**config.mk**
```make
export PLATFORM = sky130hd
export DESIGN_NAME = integer_to_roman_numeral_unit
export DESIGN_NICKNAME = d
export VERILOG_FILES = /design/src/rtl/core/irn_pkg.sv /design/src/rtl/core/irn_rom.sv /design/src/rtl/core/irn_datapath.sv /design/src/rtl/core/integer_to_roman_numeral_unit.sv
export SDC_FILE = /design/constraint.sdc
export NUM_CORES = 1
export LEC_CHECK = 0
export BUFFER_PORTS_ARGS = -buffer_cell sky130_fd_sc_hd__clkbuf_2
export CORE_ASPECT_RATIO = 2
export CORE_MARGIN = 2
export CORE_UTILIZATION = 35
export DETAILED_ROUTE_END_ITERATION = 8
export MAX_ROUTING_LAYER = met4
export SLEW_MARGIN = 20
export SYNTH_ARGS = -nofsm -noshare
export SYNTH_HDL_FRONTEND = slang
export SYNTH_HIERARCHICAL = 1
export SYNTH_SLANG_ARGS = --single-unit
```
**constraint.sdc**
```tcl
create_clock -name clk -period 8.6 [get_ports clk]
set_clock_uncertainty 0.05 [all_clocks]
set_input_delay 0.86 -clock clk [delete_from_list [all_inputs] [get_ports clk]]
set_output_delay 0.86 -clock clk [all_outputs]
set_load 0.01 [all_outputs]
```
**src/rtl/core/irn_pkg.sv**
```systemverilog
// shared types, constants and symbol tables for the roman numeral unit
package irn_pkg;

  localparam int NUM_W   = 12;
  localparam int CHAR_W  = 7;
  localparam int ADDR_W  = 4;
  localparam int DIGIT_W = 4;
  localparam int PLACES  = 4;
  localparam int PLACE_W = 2;
  localparam int LEN_W   = 3;
  localparam int SUB_W   = 2;

  localparam logic [NUM_W-1:0] MAX_VALUE = 12'd3999;

  // floor(x * 6554 / 2^16) equals floor(x / 10) for every 12-bit x
  localparam int               RECIP_W     = 13;
  localparam logic [RECIP_W-1:0] RECIP_TEN = 13'd6554;
  localparam int               RECIP_SHIFT = 16;
  localparam int               PROD_W      = NUM_W + RECIP_W;
  localparam int               QUOT_W      = PROD_W - RECIP_SHIFT;

  localparam logic [CHAR_W-1:0] CH_NONE = 7'h00;
  localparam logic [CHAR_W-1:0] CH_M    = 7'h4D;
  localparam logic [CHAR_W-1:0] CH_D    = 7'h44;
  localparam logic [CHAR_W-1:0] CH_C    = 7'h43;
  localparam logic [CHAR_W-1:0] CH_L    = 7'h4C;
  localparam logic [CHAR_W-1:0] CH_X    = 7'h58;
  localparam logic [CHAR_W-1:0] CH_V    = 7'h56;
  localparam logic [CHAR_W-1:0] CH_I    = 7'h49;

  localparam logic [PLACE_W-1:0] PL_UNITS     = 2'd0;
  localparam logic [PLACE_W-1:0] PL_TENS      = 2'd1;
  localparam logic [PLACE_W-1:0] PL_HUNDREDS  = 2'd2;
  localparam logic [PLACE_W-1:0] PL_THOUSANDS = 2'd3;

  // microprogram addresses
  localparam logic [ADDR_W-1:0] A_WAIT  = 4'd0;
  localparam logic [ADDR_W-1:0] A_CHECK = 4'd1;
  localparam logic [ADDR_W-1:0] A_DIV0  = 4'd2;
  localparam logic [ADDR_W-1:0] A_DIV1  = 4'd3;
  localparam logic [ADDR_W-1:0] A_DIV2  = 4'd4;
  localparam logic [ADDR_W-1:0] A_EMIT3 = 4'd5;
  localparam logic [ADDR_W-1:0] A_EMIT2 = 4'd6;
  localparam logic [ADDR_W-1:0] A_EMIT1 = 4'd7;
  localparam logic [ADDR_W-1:0] A_EMIT0 = 4'd8;
  localparam logic [ADDR_W-1:0] A_ERR   = 4'd9;

  typedef enum logic [2:0] {
    K_WAIT,
    K_CHECK,
    K_DIV,
    K_EMIT,
    K_ERR
  } kind_t;

  typedef enum logic [1:0] {
    SYM_ONE,
    SYM_FIVE,
    SYM_TEN
  } sym_t;

  typedef logic [DIGIT_W-1:0] digit_t;

  typedef struct packed {
    kind_t               kind;
    logic [PLACE_W-1:0]  place;
    logic [ADDR_W-1:0]   target;
  } uword_t;

  typedef struct packed {
    logic               load;
    logic               div;
    logic [PLACE_W-1:0] place;
  } dp_ctrl_t;

  typedef struct packed {
    logic                oor;
    digit_t [PLACES-1:0] digits;
  } dp_stat_t;

  function automatic logic [LEN_W-1:0] digit_len(input digit_t d);
    logic [LEN_W-1:0] n;
    unique case (d)
      4'd1, 4'd5:        n = 3'd1;
      4'd2, 4'd4, 4'd6,
      4'd9:              n = 3'd2;
      4'd3, 4'd7:        n = 3'd3;
      4'd8:              n = 3'd4;
      default:           n = 3'd0;
    endcase
    return n;
  endfunction

  function automatic sym_t sym_at(input digit_t d, input logic [SUB_W-1:0] idx);
    sym_t s;
    if (d == 4'd4) begin
      s = (idx == '0) ? SYM_ONE : SYM_FIVE;
    end else if (d == 4'd9) begin
      s = (idx == '0) ? SYM_ONE : SYM_TEN;
    end else if (d >= 4'd5) begin
      s = (idx == '0) ? SYM_FIVE : SYM_ONE;
    end else begin
      s = SYM_ONE;
    end
    return s;
  endfunction

  function automatic logic [CHAR_W-1:0] symbol_char(input logic [PLACE_W-1:0] place,
                                                    input sym_t s);
    logic [CHAR_W-1:0] c;
    unique case (place)
      PL_THOUSANDS: c = CH_M;
      PL_HUNDREDS:  c = (s == SYM_FIVE) ? CH_D : ((s == SYM_TEN) ? CH_M : CH_C);
      PL_TENS:      c = (s == SYM_FIVE) ? CH_L : ((s == SYM_TEN) ? CH_C : CH_X);
      default:      c = (s == SYM_FIVE) ? CH_V : ((s == SYM_TEN) ? CH_X : CH_I);
    endcase
    return c;
  endfunction

endpackage

```
**src/rtl/core/irn_rom.sv**
```systemverilog
// microprogram store: one control word per step address
module irn_rom (
  input  logic [irn_pkg::ADDR_W-1:0] addr,
  output irn_pkg::uword_t            uword
);
  import irn_pkg::*;

  always_comb begin
    unique case (addr)
      A_WAIT:  uword = '{kind: K_WAIT,  place: PL_UNITS,     target: A_CHECK};
      A_CHECK: uword = '{kind: K_CHECK, place: PL_UNITS,     target: A_DIV0};
      A_DIV0:  uword = '{kind: K_DIV,   place: PL_UNITS,     target: A_DIV1};
      A_DIV1:  uword = '{kind: K_DIV,   place: PL_TENS,      target: A_DIV2};
      A_DIV2:  uword = '{kind: K_DIV,   place: PL_HUNDREDS,  target: A_EMIT3};
      A_EMIT3: uword = '{kind: K_EMIT,  place: PL_THOUSANDS, target: A_EMIT2};
      A_EMIT2: uword = '{kind: K_EMIT,  place: PL_HUNDREDS,  target: A_EMIT1};
      A_EMIT1: uword = '{kind: K_EMIT,  place: PL_TENS,      target: A_EMIT0};
      A_EMIT0: uword = '{kind: K_EMIT,  place: PL_UNITS,     target: A_WAIT};
      A_ERR:   uword = '{kind: K_ERR,   place: PL_UNITS,     target: A_WAIT};
      default: uword = '{kind: K_WAIT,  place: PL_UNITS,     target: A_WAIT};
    endcase
  end

endmodule

```
**src/rtl/core/irn_datapath.sv**
```systemverilog
// working value, range check and shared divide-by-ten step for digit extraction
module irn_datapath (
  input  logic                      clk,
  input  irn_pkg::dp_ctrl_t         ctrl,
  input  logic [irn_pkg::NUM_W-1:0] number,
  output irn_pkg::dp_stat_t         stat
);
  import irn_pkg::*;

  logic [NUM_W-1:0]    work;
  digit_t [PLACES-1:0] digits;
  logic [PROD_W-1:0]   prod;
  logic [QUOT_W-1:0]   quot;
  logic [NUM_W-1:0]    quot_ten;
  logic [NUM_W-1:0]    rem_full;

  assign prod     = PROD_W'(work) * PROD_W'(RECIP_TEN);
  assign quot     = prod[PROD_W-1:RECIP_SHIFT];
  // times ten by shift and add
  assign quot_ten = NUM_W'({quot, 3'b000}) + NUM_W'({quot, 1'b0});
  assign rem_full = work - quot_ten;

  always_ff @(posedge clk) begin
    if (ctrl.load) begin
      work <= number;
    end else if (ctrl.div) begin
      work                <= NUM_W'(quot);
      digits[ctrl.place]  <= rem_full[DIGIT_W-1:0];
      if (ctrl.place == PL_HUNDREDS) begin
        digits[PL_THOUSANDS] <= quot[DIGIT_W-1:0];
      end
    end
  end

  assign stat.oor    = (work == '0) || (work > MAX_VALUE);
  assign stat.digits = digits;

endmodule

```
**src/rtl/core/integer_to_roman_numeral_unit.sv**
```systemverilog
// top level: microcoded sequencer that emits the roman numeral of each request
//
// One request at a time. After the request is taken, a check step tests the
// range and three steps split the value into decimal digits through a
// single divide-by-ten step. The four places then emit one character per
// cycle while the output register has room; a place with no symbols still
// passes through its own emit step. An out-of-range number goes from the
// check step to an error step and gives one character 0 with last and
// out_of_range set. A full output register stalls the sequencer.
module integer_to_roman_numeral_unit (
  input  logic                       clk,
  input  logic                       rst,
  input  logic                       in_valid,
  output logic                       in_ready,
  input  logic [irn_pkg::NUM_W-1:0]  number,
  output logic                       out_valid,
  input  logic                       out_ready,
  output logic [irn_pkg::CHAR_W-1:0] character,
  output logic                       last,
  output logic                       out_of_range
);
  import irn_pkg::*;

  logic [ADDR_W-1:0] addr, addr_next;
  logic [SUB_W-1:0]  sub, sub_next;
  uword_t            uw;
  dp_ctrl_t          ctrl;
  dp_stat_t          stat;
  digit_t            cur_digit;
  logic [LEN_W-1:0]  len;
  logic              tail_empty;
  logic              slot_free;
  logic              sub_final;
  logic              emit;
  logic [CHAR_W-1:0] emit_char;
  logic              emit_last;
  logic              emit_oor;

  irn_rom u_rom (
    .addr  (addr),
    .uword (uw)
  );

  irn_datapath u_dp (
    .clk    (clk),
    .ctrl   (ctrl),
    .number (number),
    .stat   (stat)
  );

  assign cur_digit = stat.digits[uw.place];
  assign len       = digit_len(cur_digit);
  assign slot_free = !out_valid || out_ready;
  assign sub_final = ({1'b0, sub} == (len - 3'd1));
  assign in_ready  = (uw.kind == K_WAIT);

  // no lower place will produce a symbol
  always_comb begin
    tail_empty = 1'b1;
    for (int i = 0; i < PLACES; i++) begin
      if ((PLACE_W'(i) < uw.place) && (stat.digits[i] != '0)) begin
        tail_empty = 1'b0;
      end
    end
  end

  always_comb begin
    addr_next = addr;
    sub_next  = sub;
    ctrl      = '0;
    emit      = 1'b0;
    emit_char = CH_NONE;
    emit_last = 1'b0;
    emit_oor  = 1'b0;
    unique case (uw.kind)
      K_WAIT: begin
        if (in_valid) begin
          ctrl.load = 1'b1;
          addr_next = uw.target;
        end
      end
      K_CHECK: begin
        sub_next  = '0;
        addr_next = stat.oor ? A_ERR : uw.target;
      end
      K_DIV: begin
        ctrl.div   = 1'b1;
        ctrl.place = uw.place;
        addr_next  = uw.target;
      end
      K_EMIT: begin
        if (len == '0) begin
          addr_next = uw.target;
        end else if (slot_free) begin
          emit      = 1'b1;
          emit_char = symbol_char(uw.place, sym_at(cur_digit, sub));
          emit_last = sub_final && tail_empty;
          if (sub_final) begin
            sub_next  = '0;
            addr_next = uw.target;
          end else begin
            sub_next = sub + 2'd1;
          end
        end
      end
      K_ERR: begin
        if (slot_free) begin
          emit      = 1'b1;
          emit_last = 1'b1;
          emit_oor  = 1'b1;
          addr_next = uw.target;
        end
      end
      default: begin
        addr_next = A_WAIT;
      end
    endcase
  end

  always_ff @(posedge clk) begin
    if (rst) begin
      addr      <= A_WAIT;
      sub       <= '0;
      out_valid <= 1'b0;
    end else begin
      addr <= addr_next;
      sub  <= sub_next;
      if (emit) begin
        out_valid <= 1'b1;
      end else if (out_ready) begin
        out_valid <= 1'b0;
      end
    end
  end

  always_ff @(posedge clk) begin
    if (emit) begin
      character    <= emit_char;
      last         <= emit_last;
      out_of_range <= emit_oor;
    end
  end

endmodule
```
==> metrics.csv <==
stage;metric;value;unit
clock_network;cts_buffers;5;
place;numPortBuffers;25;
grt;overflow;0;
sta;fmax;0.141;GHz
synthesis;yosysWarningCount;6;
worst_setup_path;required;8600;ps
final_layout;drive_gt1_frac;0.0888;
clock_network;clkSinkCount;43;
clock_network;path_clk_slew;70;ps
floorplanning;initial_utilization;0.359;
floorplanning;core_area;0.0148;sq mm
drt;drt_iter0_markers;105;
synthesis;ys_ff_latch;43;
synthesis;ys_types;61;
grt;grt_pass1_wl;20.3;mm
drt;drcViolationCount;0;
drt;dr.pass1.iters;4;
worst_setup_path;crit_fanout;7;
drt;vias;3932;
clock_network;tritoncts;done;
worst_setup_path;crit_path_frequent_cell;inv_1;
clock_network;cts_setup_buffers;0;
synthesis;synth-edff-count;36;
synthesis;synth.avg_cell_area;9.88;sq um
grt;grtUsageTotal;0.166;
sta;finalSetupTns;0;ps
clock_network;cts_hold_buf;0;
worst_setup_path;timing.rr.start;u_dp/work[3]$_DFFE_PP_;
flow_run;maxCapViolations;0;
drt;drt-vias-per-instance;5.19;
sta;finalHoldViolCount;0;
floorplanning;io_pins;27;
min_path;holdCritPathClass;reg2reg;
worst_setup_path;worst-setup-path-type;reg2reg;
final_layout;antennaDiodeCount;0;
sta;worst_pin_slew;983;ps
worst_setup_path;path_cells;inv_1 > ha_1 > inv_1 > fa_1 > inv_1 > fa_1 > fa_1 > inv_1 > fa_1 > inv_1 > ha_1 > and4_1 > o21ai_0 > a21boi_0 > or3_1 > and2_1 > ha_1 > nor3b_1 > nor4b_1 > mux2_2 > a221o_1 > a211oi_1 > nor3b_1 > o21a_1;
synthesis;netlist_area;0.00532;sq mm
clock_network;post_cts_resize_count;0;
floorplanning;die_w;91.2;um
clock_network;cts_buffer_depth;2;
floorplanning;row_count;63;
synthesis;postSynthCellCount;538;
synthesis;async_flop_share;0;
worst_setup_path;max_stage_delay;580;ps
drt;wirelength;12.6;mm
synthesis;seq_area_frac_synth;0.230;
sta;slew_violations;0;
sta;setup_viol;0;
worst_setup_path;worstSetupStartpointType;register;
clock_network;clk_latency;290;ps
clock_network;htree_levels;2;
worst_setup_path;critPathArrivalTime;7090;ps
grt;grt_pass1_vias;4170;
clock_network;root_buffer;clkbuf_16;
floorplanning;die_area;0.0163;sq mm
sta;fin_crit_sh;0.825;
grt;antenna_found_initial;0;
place;gp_congestion;0.983;
floorplanning;die_h;178;um
sta;relSlewSlack;0.335;
final_layout;area_delta_synth_final;9.41;%
final_layout;final_nets;724;
worst_setup_path;cp-end-kind;register;
sta;rsz0062_at_grt;false;
final_layout;fill_cells;1523;
place;dp_hpwl;10.9;mm
worst_setup_path;cp_slowest_cell;nor3b_1;
drt;wl_per_cell;16.6;um
worst_setup_path;worstSetupStartpoint;u_dp/work[3]$_DFFE_PP_;
min_path;worstHoldStart;sub[0]$_SDFFE_PP0P_;
drt;ant_nets;0;
sta;final.min_clock_period;7090;ps
synthesis;synth_fp_nets;700;
synthesis;synth_flop_cell;edfxtp_1;
grt;grt_max_degree;22;
outcome;outcome;complete, no violations;
[metrics by stage]
step	cell area (sq um)	setup WS, ps	utilization	std cells	hold slack, ps
6_report	5820	1510	0.393	758	430
3_3_place_gp	5640	1790	0.381	749	418
2_1_floorplan	5320	2280	-	538	393
3_5_place_dp	5640	1590	0.381	749	417
5_1_grt	5820	1120	0.393	758	454
4_1_cts	5810	1560	0.392	757	434
[path summary, 6_finish.rpt]
kind,slack (ps),end,depth (start not counted)
setup / recovery,1510,u_dp/stat[15]$_DFFE_PP_,24
hold / removal,430,sub[0]$_SDFFE_PP0P_,2
setup reg to reg,1510,u_dp/stat[15]$_DFFE_PP_,24
hold reg to reg,430,sub[0]$_SDFFE_PP0P_,2
[flip-flops by register name, indices dropped and copies added, names as in the netlist]
| signal | count |
|---|---|
| last | 1 |
| u_dp/work | 12 |
| sub | 2 |
| out_valid | 1 |
| addr | 4 |
| out_of_range | 1 |
| character | 6 |
| u_dp/stat | 16 |
[cell type report]
type / instances / area, sq um / share of cell area
clock inverters: 3 / 42.5 / 0.00731
inverters: 103 / 387 / 0.0665
flip-flops and latches: 43 / 1220 / 0.210
well taps: 195 / 244 / 0.0419
repair buffers: 26 / 133 / 0.0228
clock buffers: 5 / 125 / 0.0215
multi-input cells: 383 / 3660 / 0.630
[worst max-delay path, delay by kind of cell, from the launching register on]
family / cells / cell delay, ps
muxes: 1 / 300
buffers and inverters: 5 / 310
AOI/OAI and AO/OA: 5 / 970
adders and majority gates: 7 / 3130
DFF: 1 / 520
and+or+nand+nor: 6 / 1570
[cells by family (layout without fill, tap and decap cells)]
| family | Yosys count | after routing | synth area share |
|---|---|---|---|
| buffers and inverters | 112 | 137 | 0.0819 |
| adder cells (fa/ha/maj) | 146 | 146 | 0.396 |
| flip-flops | 43 | 43 | 0.230 |
| AND/OR/NAND/NOR | 131 | 131 | 0.133 |
| multiplexers | 16 | 16 | 0.0421 |
| other | 1 | 1 | 0.000705 |
| AO/OA/AOI/OAI | 73 | 73 | 0.0908 |
| XOR/XNOR | 16 | 16 | 0.0264 |
[synth_stat cells (3+ instances only)]
cell | instances | share of area
ha_1 | 109 | 0.26
a211oi_1 | 5 | 0.0071
and3_1 | 5 | 0.0059
inv_1 | 103 | 0.073
a21o_1 | 5 | 0.0071
xor2_1 | 9 | 0.015
nor4_1 | 5 | 0.0059
clkbuf_1 | 5 | 0.0035
nand2_1 | 31 | 0.022
nor2_1 | 27 | 0.019
nand3b_1 | 3 | 0.0042
dfxtp_1 | 7 | 0.026
nor2b_1 | 8 | 0.0094
fa_1 | 37 | 0.14
o21ai_1 | 5 | 0.0047
nor3b_1 | 4 | 0.0056
o21ai_0 | 17 | 0.016
nor3_1 | 4 | 0.0038
nand3_1 | 6 | 0.0056
nand2b_1 | 9 | 0.011
a21oi_1 | 16 | 0.015
and2_1 | 11 | 0.013
mux2_2 | 3 | 0.0064
nor4b_1 | 4 | 0.0066
edfxtp_1 | 36 | 0.20
xnor2_1 | 7 | 0.012
mux4_2 | 4 | 0.017
mux2i_1 | 7 | 0.013
[cells in the final DEF, fill, tap and decap left out, types with 6 or more instances in the layout]
master	synthesis	final
a21oi_1	16	16
and2_1	11	11
clkbuf_2	0	25
dfxtp_1	7	7
edfxtp_1	36	36
fa_1	37	37
ha_1	109	109
inv_1	103	103
mux2i_1	7	7
nand2_1	31	31
nand2b_1	9	9
nand3_1	6	6
nor2_1	27	27
nor2b_1	8	8
o21ai_0	17	17
xnor2_1	7	7
xor2_1	9	9
[metal layers]
| metal | global-route usage | share of wire | vias up |
|---|---|---|---|
| met4 | 0.119 | 0.074 | 0 |
| met2 | 0.325 | 0.58 | 118 |
| met3 | 0.0194 | 0.028 | 52 |
| met1 | 0.142 | 0.32 | 1878 |
| met5 | - | 0 | - |
| li1 | - | - | 1884 |
Power is left out: the tool's default activity adds up to more than one toggle a clock period on the data nets, which glitch-free logic cannot reach.
